**config.mk**
```make
export PLATFORM = sky130hd
export DESIGN_NAME = bernoulli_gate_sample_hold_top
export DESIGN_NICKNAME = d
export VERILOG_FILES = /design/src/design/bgsh_pkg.sv /design/src/design/bgsh_front.sv /design/src/design/bgsh_queue.sv /design/src/design/bgsh_back.sv /design/src/design/bernoulli_gate_sample_hold_top.sv
export SDC_FILE = /design/constraint.sdc
export NUM_CORES = 2
export LEC_CHECK = 0
export BUFFER_PORTS_ARGS = -buffer_cell sky130_fd_sc_hd__buf_2
export CORE_MARGIN = 2
export CORE_UTILIZATION = 60
export DETAILED_ROUTE_END_ITERATION = 8
export PLACE_DENSITY = 0.77
export SETUP_SLACK_MARGIN = 0.5
export SYNTH_ARGS = -nofsm -noshare
export SYNTH_HDL_FRONTEND = slang
export SYNTH_HIERARCHICAL = 1
export SYNTH_SLANG_ARGS = --single-unit
```
**constraint.sdc**
```tcl
create_clock -name aclk -period 14.1 [get_ports aclk]
set_input_delay 1.41 -clock aclk [delete_from_list [all_inputs] [get_ports aclk]]
set_output_delay 1.41 -clock aclk [all_outputs]
set_load 0.01 [all_outputs]
```
**src/design/bgsh_pkg.sv**
```systemverilog
`timescale 1ns / 1ps
// shared types, constants and helper functions for the bernoulli gate sample-hold block
// no dependencies
package bgsh_pkg;

    localparam int MaxChannels = 16;
    localparam int ChanW       = $clog2(MaxChannels);
    localparam int CountW      = 5;
    localparam int RandomBits  = 16;
    localparam int QueueDepth  = 2;
    localparam int QueuePtrW   = $clog2(QueueDepth);

    localparam int ThreshLimit = 5000;
    localparam int CoinScale   = 2 * ThreshLimit;
    localparam int CoinBias    = ThreshLimit * (1 << RandomBits);
    localparam int GateLatchedMv = 10000;
    localparam int OutMax      = 16383;
    localparam int OutMin      = -16384;

    localparam logic [31:0] SeedReset = 32'd1;

    typedef enum logic [2:0] {
        RegChannelCount = 3'd0,
        RegChanceLevel  = 3'd1,
        RegCvScale      = 3'd2,
        RegCvOffset     = 3'd3,
        RegLatchMode    = 3'd4,
        RegTriggerHigh  = 3'd5,
        RegTriggerLow   = 3'd6,
        RegRandomSeed   = 3'd7
    } cfg_reg_t;

    typedef struct packed {
        logic [CountW-1:0]  channel_count;
        logic signed [10:0] chance_level;
        logic [13:0]        cv_scale;
        logic signed [13:0] cv_offset;
        logic               latch_mode;
        logic signed [14:0] trigger_high;
        logic signed [14:0] trigger_low;
    } cfg_t;

    typedef struct packed {
        logic        load;
        logic [31:0] value;
    } seed_load_t;

    typedef struct packed {
        logic signed [14:0] clk;
        logic signed [13:0] thresh;
        logic               fire;
    } job_t;

    typedef struct packed {
        logic [ChanW-1:0]   channel;
        logic signed [14:0] a_gate;
        logic signed [14:0] b_gate;
        logic signed [14:0] a_rand;
        logic signed [14:0] b_rand;
        logic signed [14:0] every_rand;
        logic signed [14:0] clk;
        logic               last;
    } result_t;

    function automatic logic [31:0] xorshift(input logic [31:0] s);
        logic [31:0] t;
        t = s ^ (s << 13);
        t = t ^ (t >> 17);
        t = t ^ (t << 5);
        return t;
    endfunction

    function automatic logic [ChanW-1:0] last_index(input logic [CountW-1:0] cnt);
        logic [ChanW-1:0] r;
        if (cnt == '0) begin
            r = '0;
        end else if (cnt > CountW'(MaxChannels)) begin
            r = ChanW'(MaxChannels - 1);
        end else begin
            r = ChanW'(cnt - CountW'(1));
        end
        return r;
    endfunction

    function automatic logic signed [14:0] gate_mv(input logic active, input logic latch,
                                                    input logic signed [14:0] clk);
        logic signed [14:0] r;
        if (!active) begin
            r = '0;
        end else if (latch) begin
            r = 15'(GateLatchedMv);
        end else begin
            r = clk;
        end
        return r;
    endfunction

    function automatic logic signed [14:0] sat15(input logic signed [15:0] v);
        logic signed [14:0] r;
        if (v > 16'(OutMax)) begin
            r = 15'(OutMax);
        end else if (v < 16'(OutMin)) begin
            r = 15'(OutMin);
        end else begin
            r = v[14:0];
        end
        return r;
    endfunction

endpackage

```
**src/design/bgsh_front.sv**
```systemverilog
`timescale 1ns / 1ps
// front end: schmitt trigger on the clock voltage and clamped chance threshold per tick
// depends on bgsh_pkg
module bgsh_front import bgsh_pkg::*; (
    input  logic               aclk,
    input  logic               aresetn,
    input  cfg_t               cfg,
    input  logic               in_valid,
    output logic               in_ready,
    input  logic signed [14:0] clock_mv,
    input  logic signed [14:0] chance_cv_mv,
    input  logic               queue_full,
    output logic               push,
    output job_t               job
);

    logic               trig_high_reg;
    logic               trig_high_next;
    logic               fire;
    logic signed [17:0] thresh_raw;
    logic signed [13:0] thresh;

    assign in_ready = !queue_full;
    assign push     = in_valid && in_ready;

    always_comb begin
        trig_high_next = trig_high_reg;
        fire           = 1'b0;
        if (trig_high_reg) begin
            if (clock_mv <= cfg.trigger_low) begin
                trig_high_next = 1'b0;
            end
        end else if (clock_mv >= cfg.trigger_high) begin
            trig_high_next = 1'b1;
            fire           = 1'b1;
        end
    end

    always_comb begin
        thresh_raw = 18'(cfg.chance_level) * 18'sd5 + 18'(chance_cv_mv);
        if (thresh_raw > 18'(ThreshLimit)) begin
            thresh = 14'(ThreshLimit);
        end else if (thresh_raw < -18'(ThreshLimit)) begin
            thresh = -14'(ThreshLimit);
        end else begin
            thresh = thresh_raw[13:0];
        end
    end

    assign job.clk    = clock_mv;
    assign job.thresh = thresh;
    assign job.fire   = fire;

    always_ff @(posedge aclk) begin
        if (!aresetn) begin
            trig_high_reg <= 1'b1;
        end else if (push) begin
            trig_high_reg <= trig_high_next;
        end
    end

endmodule

```
**src/design/bgsh_queue.sv**
```systemverilog
`timescale 1ns / 1ps
// short job queue between the front end and the channel back end
// depends on bgsh_pkg
module bgsh_queue import bgsh_pkg::*; (
    input  logic aclk,
    input  logic aresetn,
    input  logic push,
    input  job_t push_job,
    output logic full,
    input  logic pop,
    output logic valid,
    output job_t head
);

    localparam int CntW = $clog2(QueueDepth + 1);

    job_t                 slot_reg [QueueDepth];
    logic [QueuePtrW-1:0] wr_ptr_reg;
    logic [QueuePtrW-1:0] rd_ptr_reg;
    logic [CntW-1:0]      count_reg;
    logic [CntW-1:0]      count_next;

    assign full  = count_reg == CntW'(QueueDepth);
    assign valid = count_reg != '0;
    assign head  = slot_reg[rd_ptr_reg];

    always_comb begin
        count_next = count_reg;
        if (push && !pop) begin
            count_next = count_reg + CntW'(1);
        end else if (pop && !push) begin
            count_next = count_reg - CntW'(1);
        end
    end

    always_ff @(posedge aclk) begin
        if (!aresetn) begin
            wr_ptr_reg <= '0;
            rd_ptr_reg <= '0;
            count_reg  <= '0;
        end else begin
            count_reg <= count_next;
            if (push) begin
                wr_ptr_reg <= (wr_ptr_reg == QueuePtrW'(QueueDepth - 1)) ? '0
                                                                        : wr_ptr_reg + 1'b1;
            end
            if (pop) begin
                rd_ptr_reg <= (rd_ptr_reg == QueuePtrW'(QueueDepth - 1)) ? '0
                                                                        : rd_ptr_reg + 1'b1;
            end
        end
    end

    always_ff @(posedge aclk) begin
        if (push) begin
            slot_reg[wr_ptr_reg] <= push_job;
        end
    end

endmodule

```
**src/design/bgsh_back.sv**
```systemverilog
`timescale 1ns / 1ps
// back end: walks the channels of one tick, draws and routes random values,
// holds per-channel state and scales the outputs through a three-stage pipeline
// depends on bgsh_pkg
module bgsh_back import bgsh_pkg::*; (
    input  logic       aclk,
    input  logic       aresetn,
    input  cfg_t       cfg,
    input  seed_load_t seed,
    input  logic       job_valid,
    input  job_t       job,
    output logic       job_pop,
    output logic       out_valid,
    input  logic       out_ready,
    output result_t    out_res
);

    logic                   busy_reg;
    logic [ChanW-1:0]       chan_reg;
    job_t                   job_reg;
    logic [31:0]            rng_reg;
    logic [MaxChannels-1:0] route_a_reg;
    logic [MaxChannels-1:0] route_b_reg;
    logic [RandomBits-1:0]  held_a_reg [MaxChannels];
    logic [RandomBits-1:0]  held_b_reg [MaxChannels];
    logic [RandomBits-1:0]  held_e_reg [MaxChannels];

    logic                   adv;
    logic                   issue;
    logic                   last;
    logic [31:0]            s1;
    logic [31:0]            s2;
    logic [RandomBits-1:0]  coin;
    logic [RandomBits-1:0]  rv;
    logic [31:0]            coin_x;
    logic signed [31:0]     lhs;
    logic signed [31:0]     rhs;
    logic                   pick_b;
    logic                   a_new;
    logic                   b_new;
    logic [RandomBits-1:0]  ua_new;
    logic [RandomBits-1:0]  ub_new;
    logic [RandomBits-1:0]  ue_new;

    logic                   p1_valid_reg;
    logic [ChanW-1:0]       p1_chan_reg;
    logic                   p1_last_reg;
    logic signed [14:0]     p1_a_gate_reg;
    logic signed [14:0]     p1_b_gate_reg;
    logic signed [14:0]     p1_clk_reg;
    logic [RandomBits-1:0]  p1_ua_reg;
    logic [RandomBits-1:0]  p1_ub_reg;
    logic [RandomBits-1:0]  p1_ue_reg;

    logic                   p2_valid_reg;
    logic [ChanW-1:0]       p2_chan_reg;
    logic                   p2_last_reg;
    logic signed [14:0]     p2_a_gate_reg;
    logic signed [14:0]     p2_b_gate_reg;
    logic signed [14:0]     p2_clk_reg;
    logic [13:0]            p2_pa_reg;
    logic [13:0]            p2_pb_reg;
    logic [13:0]            p2_pe_reg;

    logic                   m_valid_reg;
    result_t                m_res_reg;

    logic [RandomBits+13:0] prod_a;
    logic [RandomBits+13:0] prod_b;
    logic [RandomBits+13:0] prod_e;

    assign adv     = !m_valid_reg || out_ready;
    assign issue   = busy_reg && adv;
    assign last    = chan_reg == last_index(cfg.channel_count);
    assign job_pop = job_valid && (!busy_reg || (issue && last));

    // two draws per channel: coin first, then the sample
    always_comb begin
        s1     = xorshift(rng_reg);
        s2     = xorshift(s1);
        coin   = s1[31 -: RandomBits];
        rv     = s2[31 -: RandomBits];
        coin_x = 32'(coin) * 32'(CoinScale);
        lhs    = $signed(coin_x) - $signed(32'(CoinBias));
        rhs    = $signed(32'(job_reg.thresh)) <<< RandomBits;
        pick_b = lhs > rhs;
    end

    always_comb begin
        a_new  = route_a_reg[chan_reg];
        b_new  = route_b_reg[chan_reg];
        ua_new = held_a_reg[chan_reg];
        ub_new = held_b_reg[chan_reg];
        ue_new = held_e_reg[chan_reg];
        if (job_reg.fire) begin
            ue_new = rv;
            if (pick_b) begin
                if (!route_b_reg[chan_reg] || !cfg.latch_mode) begin
                    ub_new = rv;
                end
                a_new = 1'b0;
                b_new = 1'b1;
            end else begin
                if (!route_a_reg[chan_reg] || !cfg.latch_mode) begin
                    ua_new = rv;
                end
                a_new = 1'b1;
                b_new = 1'b0;
            end
        end
    end

    always_ff @(posedge aclk) begin
        if (!aresetn) begin
            busy_reg    <= 1'b0;
            chan_reg    <= '0;
            rng_reg     <= SeedReset;
            route_a_reg <= '0;
            route_b_reg <= '0;
            for (int i = 0; i < MaxChannels; i++) begin
                held_a_reg[i] <= '0;
                held_b_reg[i] <= '0;
                held_e_reg[i] <= '0;
            end
        end else begin
            if (seed.load) begin
                rng_reg <= (seed.value != '0) ? seed.value : SeedReset;
            end else if (issue && job_reg.fire) begin
                rng_reg <= s2;
            end
            if (issue && job_reg.fire) begin
                route_a_reg[chan_reg] <= a_new;
                route_b_reg[chan_reg] <= b_new;
                held_a_reg[chan_reg]  <= ua_new;
                held_b_reg[chan_reg]  <= ub_new;
                held_e_reg[chan_reg]  <= ue_new;
            end
            if (job_pop) begin
                busy_reg <= 1'b1;
                chan_reg <= '0;
            end else if (issue) begin
                if (last) begin
                    busy_reg <= 1'b0;
                end else begin
                    chan_reg <= chan_reg + 1'b1;
                end
            end
        end
    end

    always_ff @(posedge aclk) begin
        if (job_pop) begin
            job_reg <= job;
        end
    end

    // pipeline valids
    always_ff @(posedge aclk) begin
        if (!aresetn) begin
            p1_valid_reg <= 1'b0;
            p2_valid_reg <= 1'b0;
            m_valid_reg  <= 1'b0;
        end else if (adv) begin
            p1_valid_reg <= issue;
            p2_valid_reg <= p1_valid_reg;
            m_valid_reg  <= p2_valid_reg;
        end
    end

    assign prod_a = 30'(p1_ua_reg) * 30'(cfg.cv_scale);
    assign prod_b = 30'(p1_ub_reg) * 30'(cfg.cv_scale);
    assign prod_e = 30'(p1_ue_reg) * 30'(cfg.cv_scale);

    always_ff @(posedge aclk) begin
        if (adv) begin
            p1_chan_reg   <= chan_reg;
            p1_last_reg   <= last;
            p1_a_gate_reg <= gate_mv(a_new, cfg.latch_mode, job_reg.clk);
            p1_b_gate_reg <= gate_mv(b_new, cfg.latch_mode, job_reg.clk);
            p1_clk_reg    <= job_reg.clk;
            p1_ua_reg     <= ua_new;
            p1_ub_reg     <= ub_new;
            p1_ue_reg     <= ue_new;

            p2_chan_reg   <= p1_chan_reg;
            p2_last_reg   <= p1_last_reg;
            p2_a_gate_reg <= p1_a_gate_reg;
            p2_b_gate_reg <= p1_b_gate_reg;
            p2_clk_reg    <= p1_clk_reg;
            p2_pa_reg     <= prod_a[RandomBits +: 14];
            p2_pb_reg     <= prod_b[RandomBits +: 14];
            p2_pe_reg     <= prod_e[RandomBits +: 14];

            m_res_reg.channel    <= p2_chan_reg;
            m_res_reg.last       <= p2_last_reg;
            m_res_reg.a_gate     <= p2_a_gate_reg;
            m_res_reg.b_gate     <= p2_b_gate_reg;
            m_res_reg.clk        <= p2_clk_reg;
            m_res_reg.a_rand     <= sat15($signed(16'(p2_pa_reg)) + 16'(cfg.cv_offset));
            m_res_reg.b_rand     <= sat15($signed(16'(p2_pb_reg)) + 16'(cfg.cv_offset));
            m_res_reg.every_rand <= sat15($signed(16'(p2_pe_reg)) + 16'(cfg.cv_offset));
        end
    end

    assign out_valid = m_valid_reg;
    assign out_res   = m_res_reg;

endmodule

```
**src/design/bernoulli_gate_sample_hold_top.sv**
```systemverilog
`timescale 1ns / 1ps
// Bernoulli gate with sample-and-hold random voltages. Each input transaction is one sample
// tick; it produces one result transaction per active channel (1 to 16), channel 0 first,
// tlast on the final one. The back end emits one channel result per cycle while the result
// stream is not stalled, issued by the channel sequencer and its shared random generator and
// registered through its output pipeline. A two-entry tick queue lets inputs be taken while
// earlier ticks are still being worked off. Configuration writes take effect on the next cycle
// and are meant for idle periods; writing the seed reloads the generator (zero loads as one).
// depends on bgsh_pkg, bgsh_front, bgsh_queue, bgsh_back
module bernoulli_gate_sample_hold_top import bgsh_pkg::*; (
    input  logic        aclk,
    input  logic        aresetn,
    input  logic        s_tvalid,
    output logic        s_tready,
    input  logic [31:0] s_tdata,   // clock_mv[14:0], chance_cv_mv[29:15], zero pad
    output logic        m_tvalid,
    input  logic        m_tready,
    output logic [95:0] m_tdata,   // a_gate_mv, b_gate_mv, a_random_mv, b_random_mv,
                                   // every_random_mv, clock_through_mv, 15 bits each, zero pad
    output logic [3:0]  m_tuser,   // channel
    output logic        m_tlast,
    input  logic        cfg_wr_en,
    input  logic [2:0]  cfg_addr,
    input  logic [31:0] cfg_data
);

    cfg_t       cfg_reg;
    seed_load_t seed;
    logic       q_push;
    logic       q_full;
    logic       q_pop;
    logic       q_valid;
    job_t       q_in;
    job_t       q_head;
    result_t    res;

    always_ff @(posedge aclk) begin
        if (!aresetn) begin
            cfg_reg.channel_count <= CountW'(1);
            cfg_reg.chance_level  <= '0;
            cfg_reg.cv_scale      <= 14'd10000;
            cfg_reg.cv_offset     <= '0;
            cfg_reg.latch_mode    <= 1'b1;
            cfg_reg.trigger_high  <= 15'sd1000;
            cfg_reg.trigger_low   <= '0;
        end else if (cfg_wr_en) begin
            unique case (cfg_reg_t'(cfg_addr))
                RegChannelCount: cfg_reg.channel_count <= cfg_data[CountW-1:0];
                RegChanceLevel:  cfg_reg.chance_level  <= cfg_data[10:0];
                RegCvScale:      cfg_reg.cv_scale      <= cfg_data[13:0];
                RegCvOffset:     cfg_reg.cv_offset     <= cfg_data[13:0];
                RegLatchMode:    cfg_reg.latch_mode    <= cfg_data[0];
                RegTriggerHigh:  cfg_reg.trigger_high  <= cfg_data[14:0];
                RegTriggerLow:   cfg_reg.trigger_low   <= cfg_data[14:0];
                RegRandomSeed: begin
                end
            endcase
        end
    end

    assign seed.load  = cfg_wr_en && (cfg_reg_t'(cfg_addr) == RegRandomSeed);
    assign seed.value = cfg_data;

    bgsh_front u_front (
        .aclk         (aclk),
        .aresetn      (aresetn),
        .cfg          (cfg_reg),
        .in_valid     (s_tvalid),
        .in_ready     (s_tready),
        .clock_mv     (s_tdata[14:0]),
        .chance_cv_mv (s_tdata[29:15]),
        .queue_full   (q_full),
        .push         (q_push),
        .job          (q_in)
    );

    bgsh_queue u_queue (
        .aclk     (aclk),
        .aresetn  (aresetn),
        .push     (q_push),
        .push_job (q_in),
        .full     (q_full),
        .pop      (q_pop),
        .valid    (q_valid),
        .head     (q_head)
    );

    bgsh_back u_back (
        .aclk      (aclk),
        .aresetn   (aresetn),
        .cfg       (cfg_reg),
        .seed      (seed),
        .job_valid (q_valid),
        .job       (q_head),
        .job_pop   (q_pop),
        .out_valid (m_tvalid),
        .out_ready (m_tready),
        .out_res   (res)
    );

    assign m_tdata = {6'b0, res.clk, res.every_rand, res.b_rand, res.a_rand,
                      res.b_gate, res.a_gate};
    assign m_tuser = res.channel;
    assign m_tlast = res.last;

endmodule

```
==> results.txt <==
Mapped Area = 81000 um^2
setup bufs post-CTS = 0
Routed Antenna Nets = 0
max_cap viols = 0
RR Endpoint = u_back/held_b_reg[7][1]
Sink Count = 1300
R2R depth = 28
fin. max-slew vios = 0
Placed Area = 83200 um^2
min Tclk post-route = 11.37 ns
hold endpoint = u_back/p2_a_gate_reg[6]
Non-Filler Instances = 8594
multiplexer area fraction after synthesis = 9.18%
critical path's most frequent cell = ha_1
grt total ovfl = 0
maximum clock frequency = 87.9 MHz
initial antenna violation count = 11
largest net degree at the start of global routing = 124
Crit-path slowest cell = mux2i_1
WHS Path Cells = 0
final RePlAce weighted congestion = 0.905
Die W = 371 um
CTS hold repair buffers = 0
arrival time worst endpoint = 11.81 ns
post-CTS sizing = 0
xor and xnor area share after synthesis = 3.00%
RSZ-0062 raised after global routing = false
most common flop cell mapped by yosys = edfxtp_1
Core Area = 134000 um^2
Layout area overhead = 8.20%
Post-synth EDFFs = 1143
first-pass GRT wire length = 320 mm
clk slew on worst S/H paths = 0.06 ns
Inst Count DP = 8344
YS warnings = 6
final core utilization = 65.5%
worst slew margin relative to its limit = 10.2%
endpoints failing hold = 0
Design Area, Final = 87600 um^2
CP startpoint kind = register
compound-gate portion of the synthesized area = 3.91%
CTS buffer count = 136
Worst R2R Setup Slack = 2.73 ns
initial core utilization = 60.5%
Die Y-Extent = 371 um
FF-to-FF Start = u_back/rng_reg[8]
CTS tree = done
num rows = 134
worst slew pin tran = 1.31 ns
Worst-Skew Late Latency = 0.80 ns
synthesized netlist cell count = 6708
layout cell share with drive strength beyond 1 = 12.6%
DRT iter0 DRCs = 5831
Synth Area in Simple Gates = 11.2%
Vias = 52.5k
fraction of registers with async set/reset = 0%
Synth cell types = 96
flops & latches, synth = 1300
CP Capture Type = register
Clock Path Buffers = 3
vias in the first global route = 54.2k
CP max FO = 17
Remaining DRCs = 0
Seq/Total Area, Yosys = 46.3%
Synth Area in Adders = 20.7%
Period Utilization, post-route = 80.7%
crit path kind = reg -> reg
status = finished, final reports clean
H-tree depth = 4
Syn Area/Cell = 12.1 um^2
Fin Setup TNS = 0 ns
CP required = 14.54 ns
root buf cell = clkbuf_16
DR pass1 iterations = 7
detailed placement HPWL = 127 mm
Total GRT Usage = 31.0%
fillers = 9698
Layout Nets = 7801
Post-Route WL = 210 mm
largest family of logic cells by synthesized area = adder cells
Die ar. = 138000 um^2
type of the most critical hold path = reg -> reg
Via-to-Cell Ratio = 6.11
worst clock skew = 0.0555 ns
Hold Path Origin = u_back/p1_a_gate_reg[6]
Setup Viol. Count Final = 0
max incr delay on CP = 1.40 ns
buffers added on ports = 166
Routed wire per std cell = 24.4 um
Ports = 175
through the flow:
stage | hold slack, ns | worst slack [ns]
finish | 0.401 | 2.73
global route | 0.420 | 2.29
CTS | 0.410 | 2.67
detailed placement | 0.405 | 2.80
global placement | 0.400 | 2.95
floorplan | 0.400 | 3.71
critical path: cells and delay by family, from the launching register on:
kind / cells / cell delay (ns)
flops: 1 / 0.39
mux: 1 / 1.40
fa+ha+maj: 7 / 2.80
buf+inv: 2 / 0.28
simple gates: 10 / 3.35
compound gates: 4 / 1.03
xor+xnor: 4 / 1.74
final cells by class:
| class | instances | area (um^2) | share of cell area (%) |
|---|---|---|---|
| repair buffers | 267 | 1610 | 1.83 |
| clock buffers | 166 | 3600 | 4.11 |
| diodes | 4 | 10.0 | 0.0114 |
| inverters | 747 | 2810 | 3.21 |
| well taps | 1768 | 2210 | 2.52 |
| multi-input cells | 4263 | 39100 | 44.6 |
| flip-flops and latches | 1300 | 37500 | 42.8 |
| clock inverters | 79 | 788 | 0.899 |
metal layers:
layer / track usage, % / vias to the layer above / share of wire [%]
li1: - / 22600 / -
met1: 41.1 / 26100 / 37
met2: 49.9 / 3201 / 47
met3: 6.62 / 614 / 12
met4: 13.3 / 8 / 4.4
met5: 0 / - / 0.026
worst max path at each step:
stage	from	endpoint	slack (ns)	cells after the start
after global placement	u_back/rng_reg[8]	u_back/p1_ub_reg[13]	2.95	28
after detailed placement	u_back/rng_reg[8]	u_back/p1_ub_reg[13]	2.80	28
after floorplan	m_tready	u_back/held_a_reg[4][0]	3.71	6
after global routing	u_back/rng_reg[8]	u_back/held_b_reg[5][1]	2.29	28
final	u_back/rng_reg[8]	u_back/held_b_reg[7][1]	2.73	28
after CTS	u_back/rng_reg[8]	u_back/p1_ub_reg[13]	2.67	28
logic make-up after synthesis:
group | after synthesis
buf+inv | 1150
compound gates | 492
xor+xnor | 274
flops | 1300
fa+ha+maj | 1022
other cells | 1
mux | 407
simple gates | 2062
synth_stat cells, types with 95 or more instances:
cell type  instances  area, um^2
mux4_2           250        5630
xor2_1            95         832
o21ai_0          106         531
and2_1           273        1710
edfxtp_1        1143       34300
clkbuf_1         307        1150
ha_1             476        5960
dfxtp_1          157        3140
nor2_1           914        3430
a21oi_1          154         771
xnor2_1          175        1530
inv_1            738        2770
fa_1             538       10800
nand2_1          621        2330
mux2i_1          111        1110
placed cells by master (no fill, tap or decap), types with 21 or more instances in the layout:
| master | n |
|---|---|
| edfxtp_1 | 1143 |
| nor2_1 | 914 |
| inv_1 | 725 |
| nand2_1 | 617 |
| fa_1 | 538 |
| ha_1 | 476 |
| and2_1 | 272 |
| mux4_2 | 250 |
| xnor2_1 | 175 |
| buf_2 | 165 |
| a21oi_1 | 154 |
| dfxtp_1 | 152 |
| clkbuf_16 | 140 |
| o21ai_0 | 106 |
| mux2i_1 | 102 |
| buf_4 | 100 |
| xor2_1 | 95 |
| nor2b_1 | 60 |
| a21o_1 | 52 |
| mux2_2 | 30 |
| nand3_1 | 27 |
| clkbuf_1 | 26 |
| clkinv_2 | 25 |
| nand2b_1 | 24 |
| nor3_1 | 24 |
| clkinv_1 | 23 |
| o21a_1 | 23 |
| nand4_1 | 21 |
| inv_2 | 21 |
Power is not shown: default switching activity piles up to over one toggle a cycle in this logic, so the estimate is an artifact.
